`config.mk`:
```
export PLATFORM = sky130hd
export DESIGN_NAME = sacc_ctrl
export DESIGN_NICKNAME = d
export VERILOG_FILES = /design/src/rtl/sacc_pkg.sv /design/src/rtl/sacc_ctrl.sv
export SDC_FILE = /design/constraint.sdc
export NUM_CORES = 1
export LEC_CHECK = 0
export ABC_CLOCK_PERIOD_IN_PS = 4000
export BUFFER_PORTS_ARGS = -buffer_cell sky130_fd_sc_hd__buf_2
export CAP_MARGIN = 30
export CORE_AREA = 2 2 39 41
export CTS_CLUSTER_SIZE = 25
export DETAILED_ROUTE_END_ITERATION = 8
export DIE_AREA = 0 0 41 43
export HOLD_SLACK_MARGIN = 0.06
export PLACE_DENSITY_LB_ADDON = 0.3
export SETUP_SLACK_MARGIN = 0.15
export SLEW_MARGIN = 5
export SYNTH_ARGS = -nofsm -noshare
export SYNTH_HDL_FRONTEND = slang
export SYNTH_SLANG_ARGS = --single-unit
```
`constraint.sdc`:
```
create_clock -name clk -period 4 [get_ports clk]
set_clock_uncertainty 0.1 [all_clocks]
set_input_delay 0.2 -clock clk [delete_from_list [all_inputs] [get_ports clk]]
set_output_delay 0.2 -clock clk [all_outputs]
set_load 0.1 [all_outputs]
```
`src/rtl/sacc_pkg.sv`:
```
// Shared types and constants for the set-associative cache controller.
package sacc_pkg;
  localparam int CostW = 16;
  localparam logic [CostW-1:0] CostMax = 16'hFFFF;
  localparam int MissUnit = 100;

  localparam logic [2:0] RegSetBits = 3'd0;
  localparam logic [2:0] RegWays = 3'd1;
  localparam logic [2:0] RegBlockBits = 3'd2;
  localparam logic [2:0] RegWriteAlloc = 3'd3;
  localparam logic [2:0] RegWriteBack = 3'd4;
  localparam logic [2:0] RegUseLru = 3'd5;

  typedef struct packed {
    logic load;    // latch the request
    logic lookup;  // register set read data and evaluate
    logic update;  // write the chosen way and the result
  } ctrl_t;

  typedef struct packed {
    logic clear_done;
  } stat_t;
endpackage

```
`src/rtl/sacc_ctrl.sv`:
```
// Controller state machine for the cache controller.
module sacc_ctrl (
  input  logic clk,
  input  logic rst,
  input  logic in_valid,
  output logic in_stall,
  output logic out_valid,
  input  logic out_stall,
  input  sacc_pkg::stat_t stat,
  output sacc_pkg::ctrl_t ctrl
);
  import sacc_pkg::*;

  localparam logic [1:0] StClear = 2'd0;
  localparam logic [1:0] StIdle = 2'd1;
  localparam logic [1:0] StRead = 2'd2;
  localparam logic [1:0] StEval = 2'd3;

  logic [1:0] state, state_next;
  logic out_pending, out_pending_next;

  always_comb begin
    state_next = state;
    ctrl = '0;
    out_pending_next = out_pending;
    if (out_pending && !out_stall) out_pending_next = 1'b0;
    in_stall = 1'b1;
    case (state)
      StClear: if (stat.clear_done) state_next = StIdle;
      StIdle: begin
        in_stall = 1'b0;
        if (in_valid) begin
          ctrl.load = 1'b1;
          state_next = StRead;
        end
      end
      StRead: begin
        ctrl.lookup = 1'b1;
        state_next = StEval;
      end
      StEval: begin
        // hold the evaluated access until the output register frees
        if (!out_pending || !out_stall) begin
          ctrl.update = 1'b1;
          out_pending_next = 1'b1;
          state_next = StIdle;
        end
      end
      default: state_next = StIdle;
    endcase
  end

  assign out_valid = out_pending;

  always_ff @(posedge clk) begin
    if (rst) begin
      state <= StClear;
      out_pending <= 1'b0;
    end else begin
      state <= state_next;
      out_pending <= out_pending_next;
    end
  end
endmodule

```
Word level (Yosys, flattened, before mapping)
Index checks and enable logic that the tools add are counted.

Eq/ne operators: 6. Multiplexer cells: 13. Reductions and logical operators: 6.

Operators by type and width (count): $mux W1 (9); $pmux W2 S4 (1); $mux W2 (3); $ne A2 B2 Y1 const B (3); $eq A2 B2 Y1 const B (2); $reduce_and A3 Y1 (1); $eq A2 B1 Y1 const B (1); $logic_not A1 Y1 (2); $logic_not A2 Y1 (1); $logic_and A1 B1 Y1 (1); $logic_or A1 B1 Y1 (1).

Word-level logic and storage cells: 27. Register bits after elaboration: 3. Output and inout port bits: 5. Bits of input ports: 5.

Longest topological paths before layout
Gate-level depths: netlist (run 1).

Depth after elaboration: 5. Depth in mapped cells: 5. Mapped depth without buffers: 5.

Worst setup path before layout (run 1)
Ideal clock, no wire load.

Path kind: register -> output. From: register out_pending, in the netlist out_valid. To: output ctrl[0] (netlist bit). Data required time: 3700 ps. Buffers on the path: 0. Arrival time: 2994 ps. Cell stages (with the launch flop): 2. Path slack: 706 ps. Path through: dfxtp_1 > a21boi_0.

RTL lines: start, declared (RTL line sacc_ctrl.sv:20) `logic out_pending, out_pending_next;`; start signal, assigned (RTL line sacc_ctrl.sv:61) `out_pending <= out_pending_next;`; end, declared (RTL line sacc_ctrl.sv:10) `output sacc_pkg::ctrl_t ctrl`.

==> results.sh, run 1 <==
export IMPL_powerDensity_nw_per_um2=834
export IMPL_synth_ff_latch_count=3
export IMPL_fp_dieArea_sq_um=1760
export IMPL_timing_critical_path_from="state[1]"
export IMPL_worst_hold_path_num_cells=2
export IMPL_max_stage_delay_ps=450
export IMPL_rsz0062_at_grt="no"
export IMPL_finalWeightedCongestion=0.661
export IMPL_boundaryPins=10
export IMPL_timing_rr_end="state[0]"
export IMPL_synth_area_leader_cell="sky130_fd_sc_hd__dfxtp_1"
export IMPL_worst_setup_start_kind="register"
export IMPL_clockRootBuffer="sky130_fd_sc_hd__clkbuf_4"
export IMPL_launching_point_of_the_worst_reg2reg_path="state[1]"
export IMPL_floorplan_initialDensity_pct=15.8
export IMPL_cts_tree="yes"
export IMPL_core_sq_um=1380
export IMPL_antenna_found_initial=0
export IMPL_slowest_stage_cell_crit_path="sky130_fd_sc_hd__buf_2"
export IMPL_worst_slew_pin_slew_ps=485
export IMPL_layout_area_overhead_vs_synth_pct=41.7
export IMPL_post_cts_setup_buffers=0
export IMPL_hp_class="in2reg"
export IMPL_drive_above_1_share_pct=44.4
export IMPL_cp_top_family="buffers and inverters"
export IMPL_finalSetupTns_ps=0
export IMPL_cts_resized_gates=0
export IMPL_dr_first_iter_drc_count=0
export IMPL_cts_num_sinks=3
export IMPL_grt_pass1_vias=188
export IMPL_numCtsBuffers=3
export IMPL_drt_pass1_iter_count=1
export IMPL_leakagePower_nw=0.163
export IMPL_routed_via_density=3.60
export IMPL_dp_cells=48
export IMPL_antenna_diode_count=0
export IMPL_postRouteWirelength_um=399
export IMPL_clock_insertion_delay_worst_skew_ps=230
export IMPL_crit_path_cell_trace="ha_1, a21boi_0, buf_2"
export IMPL_synth_yosys_seq_area_share_pct=27.4
export IMPL_max_freq_ghz=0.583
export IMPL_nets=46
export IMPL_clockBufferDepth=2
export IMPL_post_layout_nonfiller_instances=52
export IMPL_cp_data_required_time_ps=3700
export IMPL_max_cap_viol=0
export IMPL_holdBufCountCts=0
export IMPL_floorplan_die_width_um=41
export IMPL_syn_cell_area_sq_um=219
export IMPL_syn_area_per_cell_sq_um=9.52
export IMPL_min_period_ps=1710
export IMPL_ys_top_cells_by_area="sky130_fd_sc_hd__dfxtp_1, sky130_fd_sc_hd__ha_1, sky130_fd_sc_hd__o221a_4, sky130_fd_sc_hd__mux2_4, sky130_fd_sc_hd__nand2b_1"
export IMPL_pin_count_of_the_biggest_net_entering_global_routing=6
export IMPL_port_buffer_count=9
export IMPL_setup_worst_path_class="reg2out"
export IMPL_grt_ovfl_total=0
export IMPL_report_final_slew_viol_count=0
export IMPL_hold_path_end="out_valid"
export IMPL_dr_vias=187
export IMPL_cells_on_worst_reg2reg_path=5
export IMPL_count_of_unresolved_drc_violations_after_routing=0
export IMPL_crit_fanout=4
export IMPL_cp_num_buf_inv=1
export IMPL_vertical_extent_of_the_die_um=43
export IMPL_finish_stage_setup_viols=0
export IMPL_worst_endpoint_arrival_ps=1410
export IMPL_grt_total_usage_pct=6.42
export IMPL_post_synth_num_cell_types=13
export IMPL_clock_tree_htree_level_count=1
export IMPL_worst_setup_hold_path_clk_slew_ps=40
export IMPL_postSynthCellCount=23
export IMPL_routedWlPerCell_um=7.67
export IMPL_synth_warnings=0
export IMPL_finalHoldViolations=0
export IMPL_run_status="finished, final reports clean"
export IMPL_drt_antenna_violating_nets=0
export IMPL_timing_slew_headroom_pct=67.9
export IMPL_grt_first_pass_wirelength_um=717
export IMPL_cp_end_kind="output pin"
export IMPL_placement_rows=14
export IMPL_detailed_place_hpwl_um=329
export IMPL_peakVddDrop_uv=276
export IMPL_worst_hold_startpoint="rst"
export IMPL_fin_crit_sh_pct=42.8
export IMPL_rrSetupSlack_ps=2580
export IMPL_synth_top_cell_area_share_pct=27.4
export IMPL_synthesis_nets=32
[per-layer routing]
| metal | vias to the layer above | wire [um] | share of wire (%) | global-route usage (%) |
|---|---|---|---|---|
| li1 | 101 | - | - | - |
| met1 | 77 | 221 | 55 | 8.97 |
| met2 | 9 | 139 | 35 | 7.50 |
| met3 | 0 | 38 | 9.5 | 4.71 |
| met4 | 0 | 0 | 0 | 2.00 |
| met5 | - | 0 | 0 | 0 |
[Yosys cell counts (all sizes together)]
cell,n
nand3,1
dfxtp,3
a21oi,1
mux2i,1
inv,4
nand2b,2
mux2,1
a21boi,1
ha,4
o221a,1
nor2,3
and2,1
[kinds of logic (layout without fill, tap and decap cells)]
kind of cell	Yosys count	after routing	share of synthesized area, %
muxes	2	2	11.4
and+or+nand+nor	7	7	16.6
buffers and inverters	4	17	6.86
DFF	3	3	27.4
adders and majority gates	4	4	22.9
AOI/OAI and AO/OA	3	3	14.9
[registers in the layout, summed over array words and instances, names as in the netlist]
name and count:
out_valid 1, state 2
[how the worst max path moves through the flow]
stage,end,slack (ps),cells after the start
3_3_place_gp,ctrl[0],2530,3
2_1_floorplan,ctrl[0],710,1
3_5_place_dp,ctrl[0],2530,3
4_1_cts,ctrl[0],2270,3
5_1_grt,ctrl[0],2140,3
6_report,ctrl[0],2290,3
[cells in the final DEF, fill, tap and decap left out]
cell                       n
sky130_fd_sc_hd__inv_1     3
sky130_fd_sc_hd__a21oi_1   1
sky130_fd_sc_hd__and2_2    1
sky130_fd_sc_hd__nor2_1    3
sky130_fd_sc_hd__nand2b_1  2
sky130_fd_sc_hd__mux2i_1   1
sky130_fd_sc_hd__ha_1      4
sky130_fd_sc_hd__nand3_1   1
sky130_fd_sc_hd__clkbuf_4  3
sky130_fd_sc_hd__inv_2     1
sky130_fd_sc_hd__a21boi_0  1
sky130_fd_sc_hd__o221a_4   1
sky130_fd_sc_hd__clkbuf_1  1
sky130_fd_sc_hd__mux2_4    1
sky130_fd_sc_hd__buf_2     9
sky130_fd_sc_hd__dfxtp_1   3
[final cells by class]
cell class              instances  area, sq um
fillers                       159         1070
multi-input cells              16          144
flip-flops and latches          3         60.1
repair buffers                  9         45.0
clock buffers                   4         26.3
well taps                      16         20.0
inverters                       4         15.0
[through the flow]
stage / total power, mW / hold slack, ps / util, % / setup slack, ps / instance area (sq um)
after floorplan: 0.186 / 172 / - / 706 / 219
after global placement: 0.206 / 326 / 20.5 / 2530 / 284
after detailed placement: 0.206 / 330 / 20.5 / 2530 / 284
after CTS: 0.261 / 84.9 / 22.4 / 2270 / 310
after global routing: 0.278 / 95.9 / 22.4 / 2140 / 310
final: 0.259 / 93.1 / 22.4 / 2290 / 310
[report_power, final]
group,internal (mW),switching [mW]
Sequential,0.0385,0.00681
Clock,0.0374,0.0166
Combinational,0.0407,0.119
Power figures use the tool's default switching activity.
==> run 2: changes to the inputs <==
--- a/config.mk
+++ b/config.mk
@@ -5,7 +5,7 @@
 export SDC_FILE = /design/constraint.sdc
 export NUM_CORES = 1
 export LEC_CHECK = 0
-export ABC_CLOCK_PERIOD_IN_PS = 4000
+export ABC_CLOCK_PERIOD_IN_PS = 1400
 export BUFFER_PORTS_ARGS = -buffer_cell sky130_fd_sc_hd__buf_2
 export CAP_MARGIN = 30
 export CORE_AREA = 2 2 39 41
==> constraint.sdc (replaced) <==
create_clock -name clk -period 1.4 [get_ports clk]
set_clock_uncertainty 0.1 [all_clocks]
set_input_delay 0.07 -clock clk [delete_from_list [all_inputs] [get_ports clk]]
set_output_delay 0.07 -clock clk [all_outputs]
set_load 0.1 [all_outputs]
==> run 2 against run 1 <==
Sequential power grew to 3.4 times the previous value; register-to-register slack worse by 2500 ps; non-clock buffer count grew 7; worst hold slack better by 110 ps; die area is the same; via count rose by 18%; first-iteration DRC count grew 1; count of clock-buffer cells in the layout did not move; combinational power grew to 4.7 times the previous value; critical path depth increased by 2; power rose to 4.0 times the previous value; setup slack got worse by 2300 ps; critical path type is now reg2reg; largest power group unchanged; highest routed layer unchanged.
==> results.sh, run 2 (same netlist as run 1, synthesis figures left out) <==
export IMPL_worst_setup_start_kind="register"
export IMPL_fp_dieArea_sq_um=1760
export IMPL_powerDensity_nw_per_um2=2140
export IMPL_grt_pass1_vias=206
export IMPL_cts_tree="yes"
export IMPL_num_fill_cells=143
export IMPL_clockBufferDepth=2
export IMPL_drive_above_1_share_pct=72.1
export IMPL_crit_fanout=3
export IMPL_max_ffs_per_register=2
export IMPL_dr_first_iter_drc_count=1
export IMPL_vertical_extent_of_the_die_um=43
export IMPL_hp_class="in2reg"
export IMPL_grt_ovfl_total=0
export IMPL_drt_antenna_violating_nets=0
export IMPL_leakagePower_nw=0.217
export IMPL_antenna_diode_count=0
export IMPL_detailed_place_hpwl_um=371
export IMPL_dr_vias=220
export IMPL_cp_end_kind="register"
export IMPL_run_status="finished, final reports clean"
export IMPL_placement_rows=14
export IMPL_routedWlPerCell_um=9.00
export IMPL_post_layout_nonfiller_instances=59
export IMPL_clock_insertion_delay_worst_skew_ps=230
export IMPL_most_common_layout_cells="sky130_fd_sc_hd__buf_2, sky130_fd_sc_hd__buf_4, sky130_fd_sc_hd__buf_12"
export IMPL_fin_crit_sh_pct=97.4
export IMPL_clock_tree_htree_level_count=1
export IMPL_path_common_cell="sky130_fd_sc_hd__inv_2"
export IMPL_report_final_slew_viol_count=0
export IMPL_largest_register_by_flop_count="state"
export IMPL_floorplan_die_width_um=41
export IMPL_grt_total_usage_pct=7.03
export IMPL_crit_path_cell_trace="inv_2, ha_1, inv_2, o221a_4, mux2_4"
export IMPL_dp_cells=49
export IMPL_finalSetupTns_ps=0
export IMPL_slowest_stage_cell_crit_path="sky130_fd_sc_hd__dfxtp_4"
export IMPL_grt_first_pass_wirelength_um=814
export IMPL_drt_pass1_iter_count=2
export IMPL_peakVddDrop_uv=765
export IMPL_worst_endpoint_arrival_ps=1380
export IMPL_cts_num_sinks=3
export IMPL_routed_via_density=3.73
export IMPL_min_period_ps=1360
export IMPL_max_stage_delay_ps=350
export IMPL_finish_stage_setup_viols=0
export IMPL_clockRootBuffer="sky130_fd_sc_hd__clkbuf_4"
export IMPL_worst_slew_pin_slew_ps=482
export IMPL_nets=53
export IMPL_core_sq_um=1380
export IMPL_pin_count_of_the_biggest_net_entering_global_routing=6
export IMPL_rrSetupSlack_ps=40
export IMPL_numCtsBuffers=3
export IMPL_finalHoldViolations=0
export IMPL_rsz0062_at_grt="yes"
export IMPL_final_setup_worst_slack_ps=35.7
export IMPL_count_of_unresolved_drc_violations_after_routing=0
export IMPL_worst_setup_hold_path_clk_slew_ps=40
export IMPL_layout_area_overhead_vs_synth_pct=123
export IMPL_boundaryPins=10
export IMPL_postRouteWirelength_um=531
export IMPL_port_buffer_count=9
export IMPL_floorplan_initialDensity_pct=15.8
export IMPL_setup_worst_path_class="reg2reg"
export IMPL_max_cap_viol=0
export IMPL_worst_setup_slack_after_placement_ps=10.3
export IMPL_report_power_total_mw=1.05
export IMPL_antenna_found_initial=0
export IMPL_cp_data_required_time_ps=1420
export IMPL_max_freq_ghz=0.733
export IMPL_timing_slew_headroom_pct=68.1
export IMPL_finalWeightedCongestion=0.630
## run 2: cell count changes in the layout (fill, tap and decap cells not counted), moves of 3 or more
cell                      before  now
sky130_fd_sc_hd__buf_4         0    5
sky130_fd_sc_hd__buf_12        0    4
sky130_fd_sc_hd__buf_2         9    5
sky130_fd_sc_hd__dfxtp_1       3    0
sky130_fd_sc_hd__ha_1          4    1
sky130_fd_sc_hd__inv_1         3    0
## run 2: stage by stage
stage               util (%)  hold WS, ps  area, sq um
CTS                     34.8          187          482
floorplan                  -         32.7          262
global route            35.4          206          489
detailed placement      28.5          188          394
global placement        28.5          183          394
finish                  35.4          208          489
## run 2: layer usage
layer	wire length (um)	track usage, %
met5	0	0
met4	0	4.00
met3	35	4.71
met2	293	9.38
met1	202	8.04
## run 2: report_power, final
| part | switching [mW] | internal [mW] | total, mW | leakage [nW] |
|---|---|---|---|---|
| combinational | 0.417 | 0.326 | 0.742 | 0.176 |
| sequential | 0.0326 | 0.121 | 0.153 | 0.0264 |
| clock | 0.0440 | 0.107 | 0.151 | 0.0150 |
| total | 0.493 | 0.553 | 1.05 | 0.217 |
## run 2: path summary, 6_finish.rpt
| check | startpoint | end | cells past startpoint |
|---|---|---|---|
| hold / removal | stat | state[0] | 3 |
| setup reg to reg | state[0] | state[0] | 5 |
| setup / recovery | state[0] | state[0] | 5 |
| hold reg to reg | out_valid | out_valid | 2 |
## run 2: critical path, delay by kind of cell, from the launching register on
kind | cells | cell delay, ps
muxes | 1 | 300
adders and majority gates | 1 | 150
buffers and inverters | 2 | 90
AOI/OAI and AO/OA | 1 | 260
DFF | 1 | 350
## run 2: repair_timing
action / 4_1_cts / 5_1_grt
pin swaps: 2 / 0
gates cloned: 0 / 0
buffers inserted: 3 / 1
hold endpoints to repair: 1 / 0
setup endpoints to repair: 5 / 6
hold buffers: 2 / 0
resized for setup: 6 / 1
## run 2: cell type report
| cell class | instances | area, sq um | area share (%) |
|---|---|---|---|
| timing repair buffer | 16 | 163 | 33.2 |
| clock buffer | 4 | 26.3 | 5.37 |
| sequential | 3 | 68.8 | 14.1 |
| multi-input combinational | 16 | 184 | 37.6 |
| inverter | 4 | 27.5 | 5.63 |
| tap | 16 | 20.0 | 4.09 |
==> run 3: changes to the inputs <==
--- a/config.mk
+++ b/config.mk
@@ -14,6 +14,7 @@
 export DIE_AREA = 0 0 41 43
 export HOLD_SLACK_MARGIN = 0.06
 export PLACE_DENSITY_LB_ADDON = 0.3
+export REMOVE_ABC_BUFFERS = 1
 export SETUP_SLACK_MARGIN = 0.15
 export SLEW_MARGIN = 5
 export SYNTH_ARGS = -nofsm -noshare
==> run 3 against run 2 <==
Sequential cell count stayed put; largest cell class unchanged; cell count up 1.7%; critical endpoint is now ctrl[2]; global-route usage fell by 0.10 points; setup slack better by 1.5 ps; die area is the same.
==> results.sh, run 3 (same netlist as run 1, synthesis figures left out) <==
export IMPL_rsz0062_at_grt="yes"
export IMPL_hp_class="in2reg"
export IMPL_drive_above_1_share_pct=72.7
export IMPL_dp_cells=53
export IMPL_powerDensity_nw_per_um2=2050
export IMPL_routedWlPerCell_um=8.42
export IMPL_fp_dieArea_sq_um=1760
export IMPL_worst_setup_start_kind="register"
export IMPL_clock_tree_htree_level_count=1
export IMPL_drt_antenna_violating_nets=0
export IMPL_grt_ovfl_total=0
export IMPL_drt_pass1_iter_count=1
export IMPL_peakVddDrop_uv=932
export IMPL_run_status="finished, final reports clean"
export IMPL_grt_total_usage_pct=6.93
export IMPL_count_of_unresolved_drc_violations_after_routing=0
export IMPL_crit_fanout=3
export IMPL_antenna_diode_count=0
export IMPL_numCtsBuffers=3
export IMPL_dr_vias=232
export IMPL_clock_insertion_delay_worst_skew_ps=230
export IMPL_slowest_stage_cell_crit_path="sky130_fd_sc_hd__dfxtp_4"
export IMPL_finalWeightedCongestion=0.630
export IMPL_leakagePower_nw=0.225
export IMPL_boundaryPins=10
export IMPL_num_fill_cells=135
export IMPL_grt_pass1_vias=225
export IMPL_cts_tree="yes"
export IMPL_worst_setup_hold_path_clk_slew_ps=40
export IMPL_clockBufferDepth=2
export IMPL_vertical_extent_of_the_die_um=43
export IMPL_clockRootBuffer="sky130_fd_sc_hd__clkbuf_4"
export IMPL_report_final_slew_viol_count=0
export IMPL_max_ffs_per_register=2
export IMPL_largest_register_by_flop_count="state"
export IMPL_launching_point_of_the_worst_reg2reg_path="state[0]"
export IMPL_antenna_found_initial=0
export IMPL_post_route_cell_area_sq_um=529
export IMPL_post_layout_nonfiller_instances=60
export IMPL_cp_data_required_time_ps=1230
export IMPL_placed_cell_area_sq_um=382
export IMPL_setup_worst_path_class="reg2out"
export IMPL_rrSetupSlack_ps=40
export IMPL_postRouteWirelength_um=505
export IMPL_floorplan_initialDensity_pct=15.8
export IMPL_min_period_ps=1360
export IMPL_max_freq_ghz=0.734
export IMPL_timing_slew_headroom_pct=80.1
export IMPL_floorplan_die_width_um=41
export IMPL_worst_slew_pin_slew_ps=300
export IMPL_crit_path_cell_trace="inv_4, ha_4, buf_6, and2_4, buf_12"
export IMPL_nets=54
export IMPL_most_common_layout_cells="sky130_fd_sc_hd__ha_4, sky130_fd_sc_hd__clkbuf_4, sky130_fd_sc_hd__buf_2, sky130_fd_sc_hd__buf_12"
export IMPL_finalHoldViolations=0
export IMPL_finish_stage_setup_viols=0
export IMPL_pin_count_of_the_biggest_net_entering_global_routing=6
export IMPL_port_buffer_count=9
export IMPL_timing_rr_end="state[0]"
export IMPL_placement_rows=14
export IMPL_max_stage_delay_ps=370
export IMPL_routed_via_density=3.87
export IMPL_cp_end_kind="output pin"
export IMPL_fin_crit_sh_pct=97.3
export IMPL_core_sq_um=1380
export IMPL_cells_on_worst_reg2reg_path=5
export IMPL_cts_num_sinks=3
export IMPL_layout_area_overhead_vs_synth_pct=142
export IMPL_timing_critical_path_from="state[1]"
export IMPL_max_cap_viol=0
export IMPL_detailed_place_hpwl_um=364
export IMPL_grt_first_pass_wirelength_um=765
export IMPL_end_point_of_the_critical_path="ctrl[2]"
export IMPL_finalCoreUtilization_pct=38.2
export IMPL_worst_endpoint_arrival_ps=1190
export IMPL_dr_first_iter_drc_count=0
## run 3: changes by cell type in the layout (fill, tap and decap cells not counted), moves of 2 or more
| cell | before | now |
|---|---|---|
| sky130_fd_sc_hd__buf_6 | 0 | 3 |
| sky130_fd_sc_hd__buf_4 | 5 | 3 |
| sky130_fd_sc_hd__inv_2 | 3 | 1 |
| sky130_fd_sc_hd__inv_4 | 0 | 2 |
| sky130_fd_sc_hd__ha_4 | 2 | 4 |
## run 3: final cells by class
cell class | count | area (sq um) | area share, %
Multi-Input combinational cell | 16 | 211 | 40.0
Timing Repair Buffer | 17 | 184 | 34.8
Sequential cell | 3 | 67.6 | 12.8
Clock buffer | 4 | 26.3 | 4.96
Inverter | 4 | 20.0 | 3.78
Tap cell | 16 | 20.0 | 3.78
## run 3: worst min path at each step
stage               from        end  slack (ps)  cells after the start
floorplan            rst  out_valid          40                      1
global placement     rst  out_valid         190                      2
detailed placement   rst  out_valid         200                      2
CTS                 stat   state[0]         190                      3
global route        stat   state[0]         220                      3
finish              stat   state[0]         210                      3
## run 3: where the power goes
group	leakage, nW	total [mW]	switching, mW	internal [mW]
clock network	0.0150	0.151	0.0437	0.107
logic	0.184	0.763	0.404	0.359
registers	0.0259	0.169	0.0478	0.121
## run 3: routing by layer
layer	vias up	part of all wire (%)	global-route usage (%)
met1	107	42	8.04
met3	0	9.3	1.57
met5	-	0	0
met2	9	49	9.06
met4	0	0	8.00
li1	116	-	-
## run 3: through the flow
stage	setup TNS (ps)	setup WS, ps	hold slack [ps]	total power [mW]
final	0	37.2	206	1.08
after global routing	0	14.6	220	1.13
after CTS	0	26.6	190	1.04
after detailed placement	0	22.1	199	0.776
after global placement	0	26.6	191	0.777
after floorplan	-2390	-1760	42.4	0.530
## run 3: critical path, delay by kind of cell (launching register included)
family	cells	cell delay [ps]
adder cells (fa/ha/maj)	1	150
AND/OR/NAND/NOR	1	130
buffers and inverters	3	310
flip-flops	1	370
## run 3: what timing repair did
action / CTS / global route
gates resized for setup: 16 / 9
hold buffers: 2 / 0
pin swaps: 2 / 2
setup endpoints to repair: 6 / 7
endpoints found under the hold margin: 1 / 0
buffers inserted: 1 / 0
